<file path="config.mk">
export PLATFORM = sky130hd
export DESIGN_NAME = trend_boosted_fan_band_control_unit_flat
export DESIGN_NICKNAME = d
export VERILOG_FILES = /design/src/sv/tbfb_pkg.sv /design/src/sv/tbfb_if.sv /design/src/sv/trend_boosted_fan_band_control_unit.sv /design/src/flat_wrapper.sv
export VERILOG_INCLUDE_DIRS = /design/src /design/src/sv
export SDC_FILE = /design/constraint.sdc
export NUM_CORES = 1
export LEC_CHECK = 0
export ABC_CLOCK_PERIOD_IN_PS = 8800
export BUFFER_PORTS_ARGS = -buffer_cell sky130_fd_sc_hd__buf_4
export CORE_ASPECT_RATIO = 0.7
export CORE_UTILIZATION = 61
export DETAILED_ROUTE_END_ITERATION = 8
export PLACE_DENSITY = 0.87
export SYNTH_ARGS = -nofsm -noshare
export SYNTH_HDL_FRONTEND = slang
export SYNTH_SLANG_ARGS = --single-unit
</file>
<file path="constraint.sdc">
create_clock -name clk -period 8.8 [get_ports clk]
set_clock_uncertainty 0.05 [all_clocks]
set_input_delay 0.88 -clock clk [delete_from_list [all_inputs] [get_ports clk]]
set_output_delay 0.88 -clock clk [all_outputs]
set_load 0.02 [all_outputs]
</file>
<file path="src/sv/trend_boosted_fan_band_control_unit_defines.svh">
// Assertion macros for the trend-boosted fan band control unit.
// Included by the top level; expects clk and arst_n in scope.
`ifndef TREND_BOOSTED_FAN_BAND_CONTROL_UNIT_DEFINES_SVH
`define TREND_BOOSTED_FAN_BAND_CONTROL_UNIT_DEFINES_SVH

`ifndef ASSERT_OFF
// Same-cycle implication, disabled while reset is asserted
`define TBFB_ASSERT_IMPL(lbl, ante, cons, msg) \
	lbl: assert property (@(posedge clk) disable iff (!arst_n) (ante) |-> (cons)) \
		else $error(msg);
// Next-cycle implication, disabled while reset is asserted
`define TBFB_ASSERT_NEXT(lbl, ante, cons, msg) \
	lbl: assert property (@(posedge clk) disable iff (!arst_n) (ante) |=> (cons)) \
		else $error(msg);
`else
`define TBFB_ASSERT_IMPL(lbl, ante, cons, msg)
`define TBFB_ASSERT_NEXT(lbl, ante, cons, msg)
`endif

`endif

</file>
<file path="src/sv/tbfb_pkg.sv">
// Package for the trend-boosted fan band control unit.
// Field widths, register map, band codes and reset values; no dependencies.
package tbfb_pkg;

	// Payload and register widths
	localparam int TEMP_W  = 11;
	localparam int LIM_W   = 11;
	localparam int MASK_W  = 5;
	localparam int BOOST_W = 8;
	localparam int BAND_W  = 2;
	localparam int ADJ_W   = 12;

	// APB port
	localparam int APB_AW = 5;
	localparam int APB_DW = 32;

	// Register indexes (byte address = 4 * index)
	typedef enum logic [2:0] {
		REG_BAND_TOP   = 3'd0,
		REG_HOT_FLOOR  = 3'd1,
		REG_WARM_FLOOR = 3'd2,
		REG_COOL_FLOOR = 3'd3,
		REG_HOT_MASK   = 3'd4,
		REG_WARM_MASK  = 3'd5,
		REG_COOL_MASK  = 3'd6,
		REG_RISE_BOOST = 3'd7
	} cfg_reg_t;

	// Band codes as reported on band_hit
	typedef enum logic [BAND_W-1:0] {
		BAND_NONE = 2'd0,
		BAND_COOL = 2'd1,
		BAND_WARM = 2'd2,
		BAND_HOT  = 2'd3
	} band_t;

	// Register reset values
	localparam logic [LIM_W-1:0]   BAND_TOP_RST   = 11'd1100;
	localparam logic [LIM_W-1:0]   HOT_FLOOR_RST  = 11'd730;
	localparam logic [LIM_W-1:0]   WARM_FLOOR_RST = 11'd600;
	localparam logic [LIM_W-1:0]   COOL_FLOOR_RST = 11'd300;
	localparam logic [MASK_W-1:0]  HOT_MASK_RST   = 5'd25;
	localparam logic [MASK_W-1:0]  WARM_MASK_RST  = 5'd27;
	localparam logic [MASK_W-1:0]  COOL_MASK_RST  = 5'd31;
	localparam logic [BOOST_W-1:0] RISE_BOOST_RST = 8'd50;

endpackage

</file>
<file path="src/sv/tbfb_if.sv">
// Valid/ready channel interfaces for samples in and fan results out.
// Depends on tbfb_pkg for field widths.
interface tbfb_sample_if;
	import tbfb_pkg::*;

	logic              valid;
	logic              ready;
	logic [TEMP_W-1:0] temp_sample;

	modport source (output valid, output temp_sample, input ready);
	modport sink (input valid, input temp_sample, output ready);
endinterface

interface tbfb_result_if;
	import tbfb_pkg::*;

	logic              valid;
	logic              ready;
	logic [MASK_W-1:0] fan_mask;
	logic [BAND_W-1:0] band_hit;
	logic              boosted;

	modport source (output valid, output fan_mask, output band_hit, output boosted,
		input ready);
	modport sink (input valid, input fan_mask, input band_hit, input boosted,
		output ready);
endinterface

</file>
<file path="src/sv/trend_boosted_fan_band_control_unit.sv">
// Trend-boosted fan band control unit: top level.
// Depends on tbfb_pkg, the channel interfaces and the assertion macro header.

// One temperature sample (tenths of a degree) is taken per transaction, and one
// result comes out per sample, in order. A new sample can be accepted every
// clock cycle while results are taken; a result passes stage 1, stage 2 and the
// result register (ring/sum update, mean compare and boost, band select) and can
// be taken at the next edge. Up to three samples can be in flight, so input stays
// open while a finished result waits to be taken, until stages 1 and 2 are full.
// The last WINDOW samples sit in a single-port-write, single-port-read ring
// memory whose next-to-be-evicted entry is prefetched each cycle; that memory read
// is what sets the one-sample-per-cycle rate. Configuration goes
// through an APB port (registers at byte address 4*index) and must be written
// only while the unit is idle. A sample above the running mean gets rise_boost
// added; the adjusted value picks the cool, warm or hot band (cooler band wins
// on overlap) and the band's fan mask, otherwise the previous mask is kept.

`include "trend_boosted_fan_band_control_unit_defines.svh"

module trend_boosted_fan_band_control_unit #(
	parameter int WINDOW    = 20,
	parameter int FAN_COUNT = 5
) (
	input  logic                          clk,
	input  logic                          arst_n,
	input  logic                          psel,
	input  logic                          penable,
	input  logic                          pwrite,
	input  logic [tbfb_pkg::APB_AW-1:0]   paddr,
	input  logic [tbfb_pkg::APB_DW-1:0]   pwdata,
	output logic [tbfb_pkg::APB_DW-1:0]   prdata,
	output logic                          pready,
	tbfb_sample_if.sink                   samples,
	tbfb_result_if.source                 results
);
	import tbfb_pkg::*;

	localparam int SLOT_W = (WINDOW > 1) ? $clog2(WINDOW) : 1;
	localparam int CNT_W  = $clog2(WINDOW + 1);
	localparam int SUM_W  = $clog2(WINDOW * ((1 << TEMP_W) - 1) + 1);
	localparam int PROD_W = TEMP_W + CNT_W;
	localparam logic [SLOT_W-1:0] LAST_SLOT = SLOT_W'(WINDOW - 1);
	localparam logic [CNT_W-1:0]  FULL_CNT  = CNT_W'(WINDOW);
	localparam logic [MASK_W-1:0] FAN_BITS  = MASK_W'(((1 << FAN_COUNT) - 1) & 31);

	// Configuration registers
	logic [LIM_W-1:0]   band_top_q, hot_floor_q, warm_floor_q, cool_floor_q;
	logic [MASK_W-1:0]  hot_mask_q, warm_mask_q, cool_mask_q;
	logic [BOOST_W-1:0] rise_boost_q;
	logic               cfg_wr;
	cfg_reg_t           cfg_idx;

	// Window state
	logic [TEMP_W-1:0] ring_mem [WINDOW];
	logic [TEMP_W-1:0] old_q;
	logic [SLOT_W-1:0] slot_q, slot_next, rd_addr;
	logic [CNT_W-1:0]  fill_q, fill_next;
	logic [SUM_W-1:0]  sum_q, sum_next;
	logic              full;

	// Pipeline
	logic              v_s1, v_s2, out_v_q;
	logic [TEMP_W-1:0] sample_s1;
	logic [SUM_W-1:0]  sum_s1;
	logic [CNT_W-1:0]  fill_s1;
	logic [ADJ_W-1:0]  temp_s2;
	logic              boosted_s2;
	band_t             band_q;
	logic              boosted_q;
	logic [MASK_W-1:0] held_mask_q;

	logic              out_rdy, adv1, adv2, take_in, move2;
	logic [PROD_W-1:0] prod;
	logic              above_mean;
	logic [ADJ_W-1:0]  temp_adj;
	band_t             band_next;
	logic [MASK_W-1:0] mask_next;

	// APB access
	assign pready  = 1'b1;
	assign cfg_wr  = psel && penable && pwrite;
	assign cfg_idx = cfg_reg_t'(paddr[4:2]);

	always_comb begin
		unique case (cfg_idx)
			REG_BAND_TOP:   prdata = APB_DW'(band_top_q);
			REG_HOT_FLOOR:  prdata = APB_DW'(hot_floor_q);
			REG_WARM_FLOOR: prdata = APB_DW'(warm_floor_q);
			REG_COOL_FLOOR: prdata = APB_DW'(cool_floor_q);
			REG_HOT_MASK:   prdata = APB_DW'(hot_mask_q);
			REG_WARM_MASK:  prdata = APB_DW'(warm_mask_q);
			REG_COOL_MASK:  prdata = APB_DW'(cool_mask_q);
			REG_RISE_BOOST: prdata = APB_DW'(rise_boost_q);
			default:        prdata = '0;
		endcase
	end

	always_ff @(posedge clk or negedge arst_n) begin
		if (!arst_n) begin
			band_top_q   <= BAND_TOP_RST;
			hot_floor_q  <= HOT_FLOOR_RST;
			warm_floor_q <= WARM_FLOOR_RST;
			cool_floor_q <= COOL_FLOOR_RST;
			hot_mask_q   <= HOT_MASK_RST;
			warm_mask_q  <= WARM_MASK_RST;
			cool_mask_q  <= COOL_MASK_RST;
			rise_boost_q <= RISE_BOOST_RST;
		end else if (cfg_wr) begin
			unique case (cfg_idx)
				REG_BAND_TOP:   band_top_q   <= pwdata[LIM_W-1:0];
				REG_HOT_FLOOR:  hot_floor_q  <= pwdata[LIM_W-1:0];
				REG_WARM_FLOOR: warm_floor_q <= pwdata[LIM_W-1:0];
				REG_COOL_FLOOR: cool_floor_q <= pwdata[LIM_W-1:0];
				REG_HOT_MASK:   hot_mask_q   <= pwdata[MASK_W-1:0];
				REG_WARM_MASK:  warm_mask_q  <= pwdata[MASK_W-1:0];
				REG_COOL_MASK:  cool_mask_q  <= pwdata[MASK_W-1:0];
				REG_RISE_BOOST: rise_boost_q <= pwdata[BOOST_W-1:0];
				default: ;
			endcase
		end
	end

	// Handshake: each stage loads when it is empty or its content moves on
	assign out_rdy       = !out_v_q || results.ready;
	assign adv2          = !v_s2 || out_rdy;
	assign adv1          = !v_s1 || adv2;
	assign samples.ready = adv1;
	assign take_in       = samples.valid && adv1;
	assign move2         = v_s2 && out_rdy;

	// Ring bookkeeping: evict the oldest sample once the window is full
	assign full      = (fill_q == FULL_CNT);
	assign slot_next = (slot_q == LAST_SLOT) ? '0 : slot_q + 1'b1;
	assign fill_next = full ? fill_q : fill_q + 1'b1;
	assign sum_next  = sum_q - (full ? SUM_W'(old_q) : '0) + SUM_W'(samples.temp_sample);
	// Prefetch the entry that the next transaction will overwrite
	assign rd_addr   = take_in ? slot_next : slot_q;

	always_ff @(posedge clk) begin
		if (take_in) begin
			ring_mem[slot_q] <= samples.temp_sample;
		end
		old_q <= ring_mem[rd_addr];
	end

	always_ff @(posedge clk or negedge arst_n) begin
		if (!arst_n) begin
			slot_q <= '0;
			fill_q <= '0;
			sum_q  <= '0;
		end else if (take_in) begin
			slot_q <= slot_next;
			fill_q <= fill_next;
			sum_q  <= sum_next;
		end
	end

	// Stage 1: sample with the sum and count that include it
	always_ff @(posedge clk or negedge arst_n) begin
		if (!arst_n) begin
			v_s1 <= 1'b0;
		end else if (adv1) begin
			v_s1 <= samples.valid;
		end
	end

	always_ff @(posedge clk) begin
		if (take_in) begin
			sample_s1 <= samples.temp_sample;
			sum_s1    <= sum_next;
			fill_s1   <= fill_next;
		end
	end

	// Mean compare without division: sample * count > sum
	assign prod       = PROD_W'(sample_s1) * PROD_W'(fill_s1);
	assign above_mean = prod > PROD_W'(sum_s1);
	assign temp_adj   = ADJ_W'(sample_s1) + (above_mean ? ADJ_W'(rise_boost_q) : '0);

	// Stage 2: adjusted temperature
	always_ff @(posedge clk or negedge arst_n) begin
		if (!arst_n) begin
			v_s2 <= 1'b0;
		end else if (adv2) begin
			v_s2 <= v_s1;
		end
	end

	always_ff @(posedge clk) begin
		if (adv2 && v_s1) begin
			temp_s2    <= temp_adj;
			boosted_s2 <= above_mean;
		end
	end

	// Band select, cooler band first
	always_comb begin
		band_next = BAND_NONE;
		mask_next = held_mask_q;
		priority if (temp_s2 >= ADJ_W'(cool_floor_q) && temp_s2 <= ADJ_W'(warm_floor_q)) begin
			band_next = BAND_COOL;
			mask_next = cool_mask_q & FAN_BITS;
		end else if (temp_s2 >= ADJ_W'(warm_floor_q) && temp_s2 <= ADJ_W'(hot_floor_q)) begin
			band_next = BAND_WARM;
			mask_next = warm_mask_q & FAN_BITS;
		end else if (temp_s2 >= ADJ_W'(hot_floor_q) && temp_s2 <= ADJ_W'(band_top_q)) begin
			band_next = BAND_HOT;
			mask_next = hot_mask_q & FAN_BITS;
		end else begin
			band_next = BAND_NONE;
			mask_next = held_mask_q;
		end
	end

	// Result register; the held mask doubles as the fan_mask output
	always_ff @(posedge clk or negedge arst_n) begin
		if (!arst_n) begin
			out_v_q     <= 1'b0;
			held_mask_q <= '0;
		end else begin
			if (out_rdy) begin
				out_v_q <= v_s2;
			end
			if (move2) begin
				held_mask_q <= mask_next;
			end
		end
	end

	always_ff @(posedge clk) begin
		if (move2) begin
			band_q    <= band_next;
			boosted_q <= boosted_s2;
		end
	end

	assign results.valid    = out_v_q;
	assign results.fan_mask = held_mask_q;
	assign results.band_hit = band_q;
	assign results.boosted  = boosted_q;

	// Checks
	`TBFB_ASSERT_IMPL(a_fill_bound, 1'b1, fill_q <= FULL_CNT, "fill count above window")
	`TBFB_ASSERT_IMPL(a_slot_bound, 1'b1, slot_q <= LAST_SLOT, "write slot outside ring")
	`TBFB_ASSERT_NEXT(a_hold_mask, move2 && band_next == BAND_NONE, held_mask_q == $past(held_mask_q), "mask changed with no band hit")
	`TBFB_ASSERT_IMPL(a_fan_bits, out_v_q, (held_mask_q & ~FAN_BITS) == '0, "fan bit set beyond fan count")

endmodule

</file>
<file path="src/flat_wrapper.sv">
// flat-port wrapper written by rule: the top's interface ports become plain ports
module trend_boosted_fan_band_control_unit_flat import tbfb_pkg::*;
#(
	parameter int WINDOW    = 20,
	parameter int FAN_COUNT = 5
)
  (clk, arst_n, psel, penable, pwrite, paddr, pwdata, prdata, pready, samples_valid, samples_temp_sample, samples_ready, results_valid, results_fan_mask, results_band_hit, results_boosted, results_ready);
  tbfb_sample_if samples_i ();
  tbfb_result_if results_i ();
  input  logic clk;
  input  logic arst_n;
  input  logic psel;
  input  logic penable;
  input  logic pwrite;
  input  logic [tbfb_pkg::APB_AW-1:0] paddr;
  input  logic [tbfb_pkg::APB_DW-1:0] pwdata;
  output logic [tbfb_pkg::APB_DW-1:0] prdata;
  output logic pready;
  input wire logic [$bits(samples_i.valid)-1:0] samples_valid;
  input wire logic [$bits(samples_i.temp_sample)-1:0] samples_temp_sample;
  output wire logic [$bits(samples_i.ready)-1:0] samples_ready;
  output wire logic [$bits(results_i.valid)-1:0] results_valid;
  output wire logic [$bits(results_i.fan_mask)-1:0] results_fan_mask;
  output wire logic [$bits(results_i.band_hit)-1:0] results_band_hit;
  output wire logic [$bits(results_i.boosted)-1:0] results_boosted;
  input wire logic [$bits(results_i.ready)-1:0] results_ready;
  assign samples_i.valid = samples_valid;
  assign samples_i.temp_sample = samples_temp_sample;
  assign samples_ready = samples_i.ready;
  assign results_valid = results_i.valid;
  assign results_fan_mask = results_i.fan_mask;
  assign results_band_hit = results_i.band_hit;
  assign results_boosted = results_i.boosted;
  assign results_i.ready = results_ready;
  trend_boosted_fan_band_control_unit #(.WINDOW(WINDOW), .FAN_COUNT(FAN_COUNT)) u_core (.clk(clk), .arst_n(arst_n), .psel(psel), .penable(penable), .pwrite(pwrite), .paddr(paddr), .pwdata(pwdata), .prdata(prdata), .pready(pready), .samples(samples_i), .results(results_i));
endmodule
</file>
==> impl_metrics.csv, run 1 <==
group,metric,value,unit
run_status,outcome,"finished clean",
logic_synthesis,synthTopCellsByArea,"edfxtp_1, dfrtp_1, ha_1, nand2_1, dfstp_2",
clock_network,cts_made_buffers,38,
sta,slew_viol_final,0,
logic_synthesis,ys_types,75,
sta,tightest_slew,1.22,ns
sta,finalSetupViolCount,0,
sta,fin_crit_sh,92.1,%
logic_synthesis,avgSynthCellArea,11.4,sq um
power,p_total,8.18,mW
critical_path,crit_fanout,11,
clock_network,cts_tree,"yes",
critical_path,worstPathArrival,8.31,ns
clock_network,cts_buffer_depth,3,
critical_path,reg2reg_depth,32,
final_layout,area_growth,9.46,%
routing,wl,47.5,mm
grt,grt_usage,28.8,%
placed_design,dp.final_hpwl,31.6,mm
final_layout,final_common_cell,"nand2_1",
die,core-area,32300,sq um
sta,setup-tns-final,0,ns
power,power_density,373,nW/um^2
critical_path,cp_slowest_cell,"fa_1",
final_layout,diodes,0,
logic_synthesis,netlist.area_leader.share,40.2,%
routing,drt-vias-per-instance,6.15,
grt,gr-total-overflow,0,
critical_path,rrSetupSlack,0.70,ns
critical_path,worstSetupPathType,"reg2reg",
die,rows,55,
routing,post-route-drc-count,0,
critical_path,rr_startpoint,"u_core.fill_s1[4]",
routing,num_vias,13809,
sta,slew_headroom,18.6,%
routing,wire_per_inst,21.2,um
clock_network,worstSkewPairLatency,0.57,ns
clock_network,ctsResizeCount,0,
critical_path,cpPeakStageDelay,0.57,ns
sta,fin_crit,8.10,ns
placed_design,place_ws,1.00,ns
routing,drt_first_pass_iters,6,
critical_path,end_kind,"flop",
logic_synthesis,yosysTopAreaCell,"edfxtp_1",
min_path,hold_class,"in2async",
die,die_area,33500,sq um
clock_network,post_cts_buffers,0,
critical_path,cp_data_required_time,9.01,ns
logic_synthesis,synthCells,1749,
placed_design,gp_congestion,0.917,
routing,drt_iter0_drc,1709,
die,die_height,154,um
die,die_w,218,um
sta,fmax,123,MHz
grt,grt_max_degree,73,
logic_synthesis,ys_seq_area_share,54.2,%
routing,drtAntennaViolNets,0,
grt,grt_antenna_before_repair,0,
critical_path,r2r_end,"u_core.temp_s2[10]",
flow_run,max_cap_violations,0,
sta,hold_viol_final,0,
logic_synthesis,synth_edf_count,268,
final_layout,fin_nets,1996,
power,p_leak,9.09,nW
clock_network,clk_pin_slew,0.06,ns
die,boundaryPins,98,
grt,grt_pass1_vias,13626,
clock_network,clock-root-buffer,"clkbuf_16",
sta,layout_setup_ws,0.697,ns
logic_synthesis,ys_warn_count,0,
grt,grt_pass1_wl,74.2,mm
final_layout,drive_gt1_share,13.1,%
power,worst_ir_drop_vdd,0.386,mV
logic_synthesis,ys_ff_latch,380,
sta,hold_slack,0.229,ns
placed_design,portBuffers,52,
die,start_util,62.0,%
sta,rsz0062_at_grt,"false",
clock_network,clock_sinks,380,
final_layout,final_cell_mix,"nand2_1, edfxtp_1, inv_1, ha_1, nor2_1",
clock_network,cts_hold_buffers,0,
logic_synthesis,netlist_area,20000,sq um
clock_network,htreeDepth,2,
critical_path,startpoint_type,"flop",
logic_synthesis,ys.flop_type,"edfxtp_1",
critical_path,cp-startpoint,"u_core.fill_s1[4]",
logic_synthesis,ys_async_sr_fraction,26.6,%
## worst max-delay path by stage
stage                          to  slack, ns  cells past startpoint
6_report       u_core.temp_s2[10]       0.70                     32
5_1_grt        u_core.temp_s2[10]       0.27                     32
4_1_cts        u_core.temp_s2[10]       0.85                     32
3_5_place_dp   u_core.temp_s2[10]       1.00                     32
3_3_place_gp   u_core.temp_s2[10]       1.12                     32
2_1_floorplan  u_core.temp_s2[10]       1.74                     33
## cell families after synthesis
group | after synthesis | share of synthesized area (%)
multiplexers | 75 | 5.08
AND/OR/NAND/NOR | 573 | 13.4
adder cells (fa/ha/maj) | 153 | 11.0
other | 2 | 0.0375
flip-flops | 380 | 54.2
XOR/XNOR | 40 | 1.75
buffers and inverters | 267 | 5.76
AO/OA/AOI/OAI | 259 | 8.79
## state kept, by name (all words and copies together) (netlist names), 8 cells and up
register,count
u_core.ring_mem,220
u_core.warm_floor_q,11
u_core.hot_floor_q,11
u_core.sum_q,16
u_core.rise_boost_q,8
u_core.sample_s1,11
u_core.sum_s1,16
u_core.band_top_q,11
u_core.old_q,11
u_core.cool_floor_q,11
u_core.temp_s2,12
## cell type report
class / count / area, sq um
clock buffer: 60 / 1160
clock inverter: 9 / 106
fill: 2130 / 10400
inverter: 182 / 683
multi-input combinational: 1122 / 8110
sequential: 380 / 10800
tap: 427 / 534
timing repair buffer: 64 / 480
## worst max-delay path, delay by kind of cell (launching register included)
kind                     cells  cell delay, ns
adder cells (fa/ha/maj)      7            2.84
AO/OA/AOI/OAI               12            2.50
AND/OR/NAND/NOR              8            1.32
buffers and inverters        3            0.36
XOR/XNOR                     2            0.17
flip-flops                   1            0.53
## power by group
part / total [mW] / internal (mW) / switching (mW) / leakage (nW)
clock network: 1.63 / 0.918 / 0.709 / 0.613
logic: 4.02 / 1.61 / 2.41 / 4.78
registers: 2.53 / 2.32 / 0.211 / 3.70
total: 8.18 / 4.85 / 3.33 / 9.09
## metal layers
metal | global-route usage, % | part of all wire [%] | vias to the layer above | wire [um]
met1 | 43.6 | 43 | 6758 | 20400
met5 | 0 | 0 | - | 0
li1 | - | - | 6141 | -
met4 | 7.59 | 2.0 | 0 | 968
met3 | 6.39 | 11 | 111 | 5080
met2 | 42.0 | 44 | 799 | 21100
## synthesized netlist by cell type, types with 18 or more instances
cell type,n
nand2_1,287
edfxtp_1,268
inv_1,178
ha_1,114
nor2_1,74
o21ai_0,69
dfrtp_1,68
and2_1,58
and3_1,43
mux2_2,43
fa_1,39
nand3_1,37
a21oi_1,33
dfstp_2,33
clkbuf_1,32
xnor2_1,31
buf_4,28
a31oi_1,26
a311oi_1,21
buf_2,18
## stage by stage
stage,instances,instance area (sq um),util [%]
after floorplan,1769,20100,-
after global placement,2175,20600,64.0
after detailed placement,2175,20600,64.0
after CTS,2244,21900,67.9
after global routing,2244,21900,67.9
final,2244,21900,67.9
Note: power is estimated with default switching activity, not from simulation.
==> run 2, diff against run 1 <==
--- a/config.mk
+++ b/config.mk
@@ -12,6 +12,7 @@
 export CORE_UTILIZATION = 61
 export DETAILED_ROUTE_END_ITERATION = 8
 export PLACE_DENSITY = 0.87
+export REMOVE_ABC_BUFFERS = 1
 export SYNTH_ARGS = -nofsm -noshare
 export SYNTH_HDL_FRONTEND = slang
 export SYNTH_SLANG_ARGS = --single-unit
==> run 2 against run 1 <==
Critical path depth did not move. Wire length decreased by 0.17%. Non-clock buffer count unchanged. Final area is 0.32% lower. Flip-flop and latch count unchanged. Clock power shrank 2%. Global-route usage increased by 0.47 points.
==> impl_metrics.csv, run 2 (synthesis gave the netlist of run 1 again) <==
group,metric,value,unit
run_status,outcome,"finished clean",
routing,drt-vias-per-instance,6.14,
placed_design,portBuffers,52,
die,core-area,32300,sq um
clock_network,cts_buffer_depth,3,
critical_path,crit_fanout,11,
sta,fmax,125,MHz
final_layout,area_growth,9.11,%
die,rows,55,
sta,fin_crit_sh,90.7,%
routing,drt_first_pass_iters,6,
clock_network,ctsResizeCount,0,
placed_design,place_ws,1.07,ns
final_layout,fin_nets,1994,
critical_path,crit_buf_inv,3,
clock_network,clock-root-buffer,"clkbuf_16",
die,start_util,62.0,%
critical_path,reg2reg_depth,32,
final_layout,final_common_cell,"nand2_1",
die,die_w,218,um
final_layout,top_register,"u_core.ring_mem",
grt,grt_pass1_wl,75.2,mm
critical_path,cpPeakStageDelay,0.58,ns
final_layout,top_regs,"u_core.ring_mem x220, u_core.sum_q x16, u_core.sum_s1 x16",
die,boundaryPins,98,
sta,fin_crit,7.98,ns
routing,post-route-drc-count,0,
critical_path,cp_data_required_time,9.03,ns
critical_path,startpoint_type,"flop",
sta,tightest_slew,1.29,ns
sta,hold_viol_final,0,
critical_path,rrSetupSlack,0.82,ns
critical_path,cp_slowest_cell,"edfxtp_1",
clock_network,worstSkewPairLatency,0.54,ns
flow_run,max_cap_violations,0,
clock_network,cts_made_buffers,36,
final_layout,drive_gt1_share,13.1,%
routing,drtAntennaViolNets,0,
placed_design,dp.final_hpwl,31.8,mm
power,power_density,367,nW/um^2
critical_path,path_delay_family,"adder cells",
sta,setup-tns-final,0,ns
clock_network,clk_pin_slew,0.07,ns
critical_path,rr_startpoint,"u_core.fill_s1[4]",
routing,num_vias,13757,
sta,slew_headroom,13.9,%
die,die_area,33500,sq um
critical_path,end_kind,"flop",
sta,finalSetupViolCount,0,
critical_path,worstPathArrival,8.22,ns
sta,slew_viol_final,0,
die,die_height,154,um
grt,grt_antenna_before_repair,1,
routing,wl,47.4,mm
critical_path,r2r_end,"u_core.temp_s2[10]",
grt,grt_pass1_vias,13621,
final_layout,largest_reg_flops,220,
clock_network,cts_tree,"yes",
clock_network,clock_sinks,380,
routing,wire_per_inst,21.2,um
routing,drt_iter0_drc,1665,
clock_network,post_cts_buffers,0,
critical_path,worstSetupPathType,"reg2reg",
sta,rsz0062_at_grt,"false",
power,p_leak,9.06,nW
power,worst_ir_drop_vdd,0.332,mV
power,p_total,8.01,mW
final_layout,final_cell_mix,"nand2_1, edfxtp_1, inv_1, ha_1, nor2_1",
grt,grt_usage,29.2,%
min_path,hold_class,"in2async",
sta,layout_setup_ws,0.816,ns
grt,grt_max_degree,75,
clock_network,cts_hold_buffers,0,
placed_design,gp_congestion,0.926,
clock_network,htreeDepth,2,
grt,gr-total-overflow,0,
-- run 2: changes by cell type in the layout (fill, tap and decap cells not counted), moves of 2 or more --
cell,change
bufinv_16,+3
clkbuf_1,-4
clkbuf_16,-4
clkbuf_8,-3
clkinv_16,-2
clkinv_2,+2
clkinvlp_4,+2
-- run 2: area by class of cell --
type                       count  area, sq um
clock inverter                17          190
tap                          427          534
clock buffer                  49         1000
fill                        2134        10400
multi-input combinational   1122         8110
sequential                   380        10800
timing repair buffer          64          480
antenna                        1         2.50
inverter                     182          683
-- run 2: stage by stage --
| stage | instance area, sq um | hold slack [ns] | utilization (%) | cells |
|---|---|---|---|---|
| final | 21800 | 0.197 | 67.6 | 2242 |
| after CTS | 21800 | 0.198 | 67.6 | 2241 |
| after global placement | 20600 | 0.412 | 64.0 | 2175 |
| after floorplan | 19600 | 0.350 | - | 1684 |
| after detailed placement | 20600 | 0.408 | 64.0 | 2175 |
| after global routing | 21800 | 0.216 | 67.6 | 2241 |
-- run 2: worst max path at each step --
stage | startpoint | end | cells past startpoint
6_report | u_core.fill_s1[4] | u_core.temp_s2[10] | 32
5_1_grt | u_core.fill_s1[4] | u_core.temp_s2[10] | 32
4_1_cts | u_core.fill_s1[4] | u_core.temp_s2[10] | 32
3_5_place_dp | u_core.fill_s1[4] | u_core.temp_s2[10] | 32
3_3_place_gp | u_core.fill_s1[4] | u_core.temp_s2[10] | 32
2_1_floorplan | u_core.fill_s1[4] | u_core.temp_s2[10] | 31
-- run 2: layer usage --
metal / global-route usage (%) / wire [um] / part of all wire (%)
met1: 43.3 / 20000 / 42
met2: 42.1 / 21100 / 44
met3: 8.35 / 5270 / 11
met4: 8.36 / 1060 / 2.2
met5: 0 / 0 / 0
-- run 2: worst register-to-register path, delay by kind of cell, from the launching register on --
family / cells / cell delay, ns
flip-flops: 1 / 0.58
buffers and inverters: 3 / 0.36
adder cells (fa/ha/maj): 7 / 2.82
AO/OA/AOI/OAI: 12 / 2.49
XOR/XNOR: 2 / 0.19
AND/OR/NAND/NOR: 8 / 1.26
-- run 2: where the power goes --
| group | leakage, nW | switching [mW] | internal, mW |
|---|---|---|---|
| clock network | 0.578 | 0.692 | 0.897 |
| logic | 4.78 | 2.29 | 1.60 |
| registers | 3.70 | 0.209 | 2.32 |
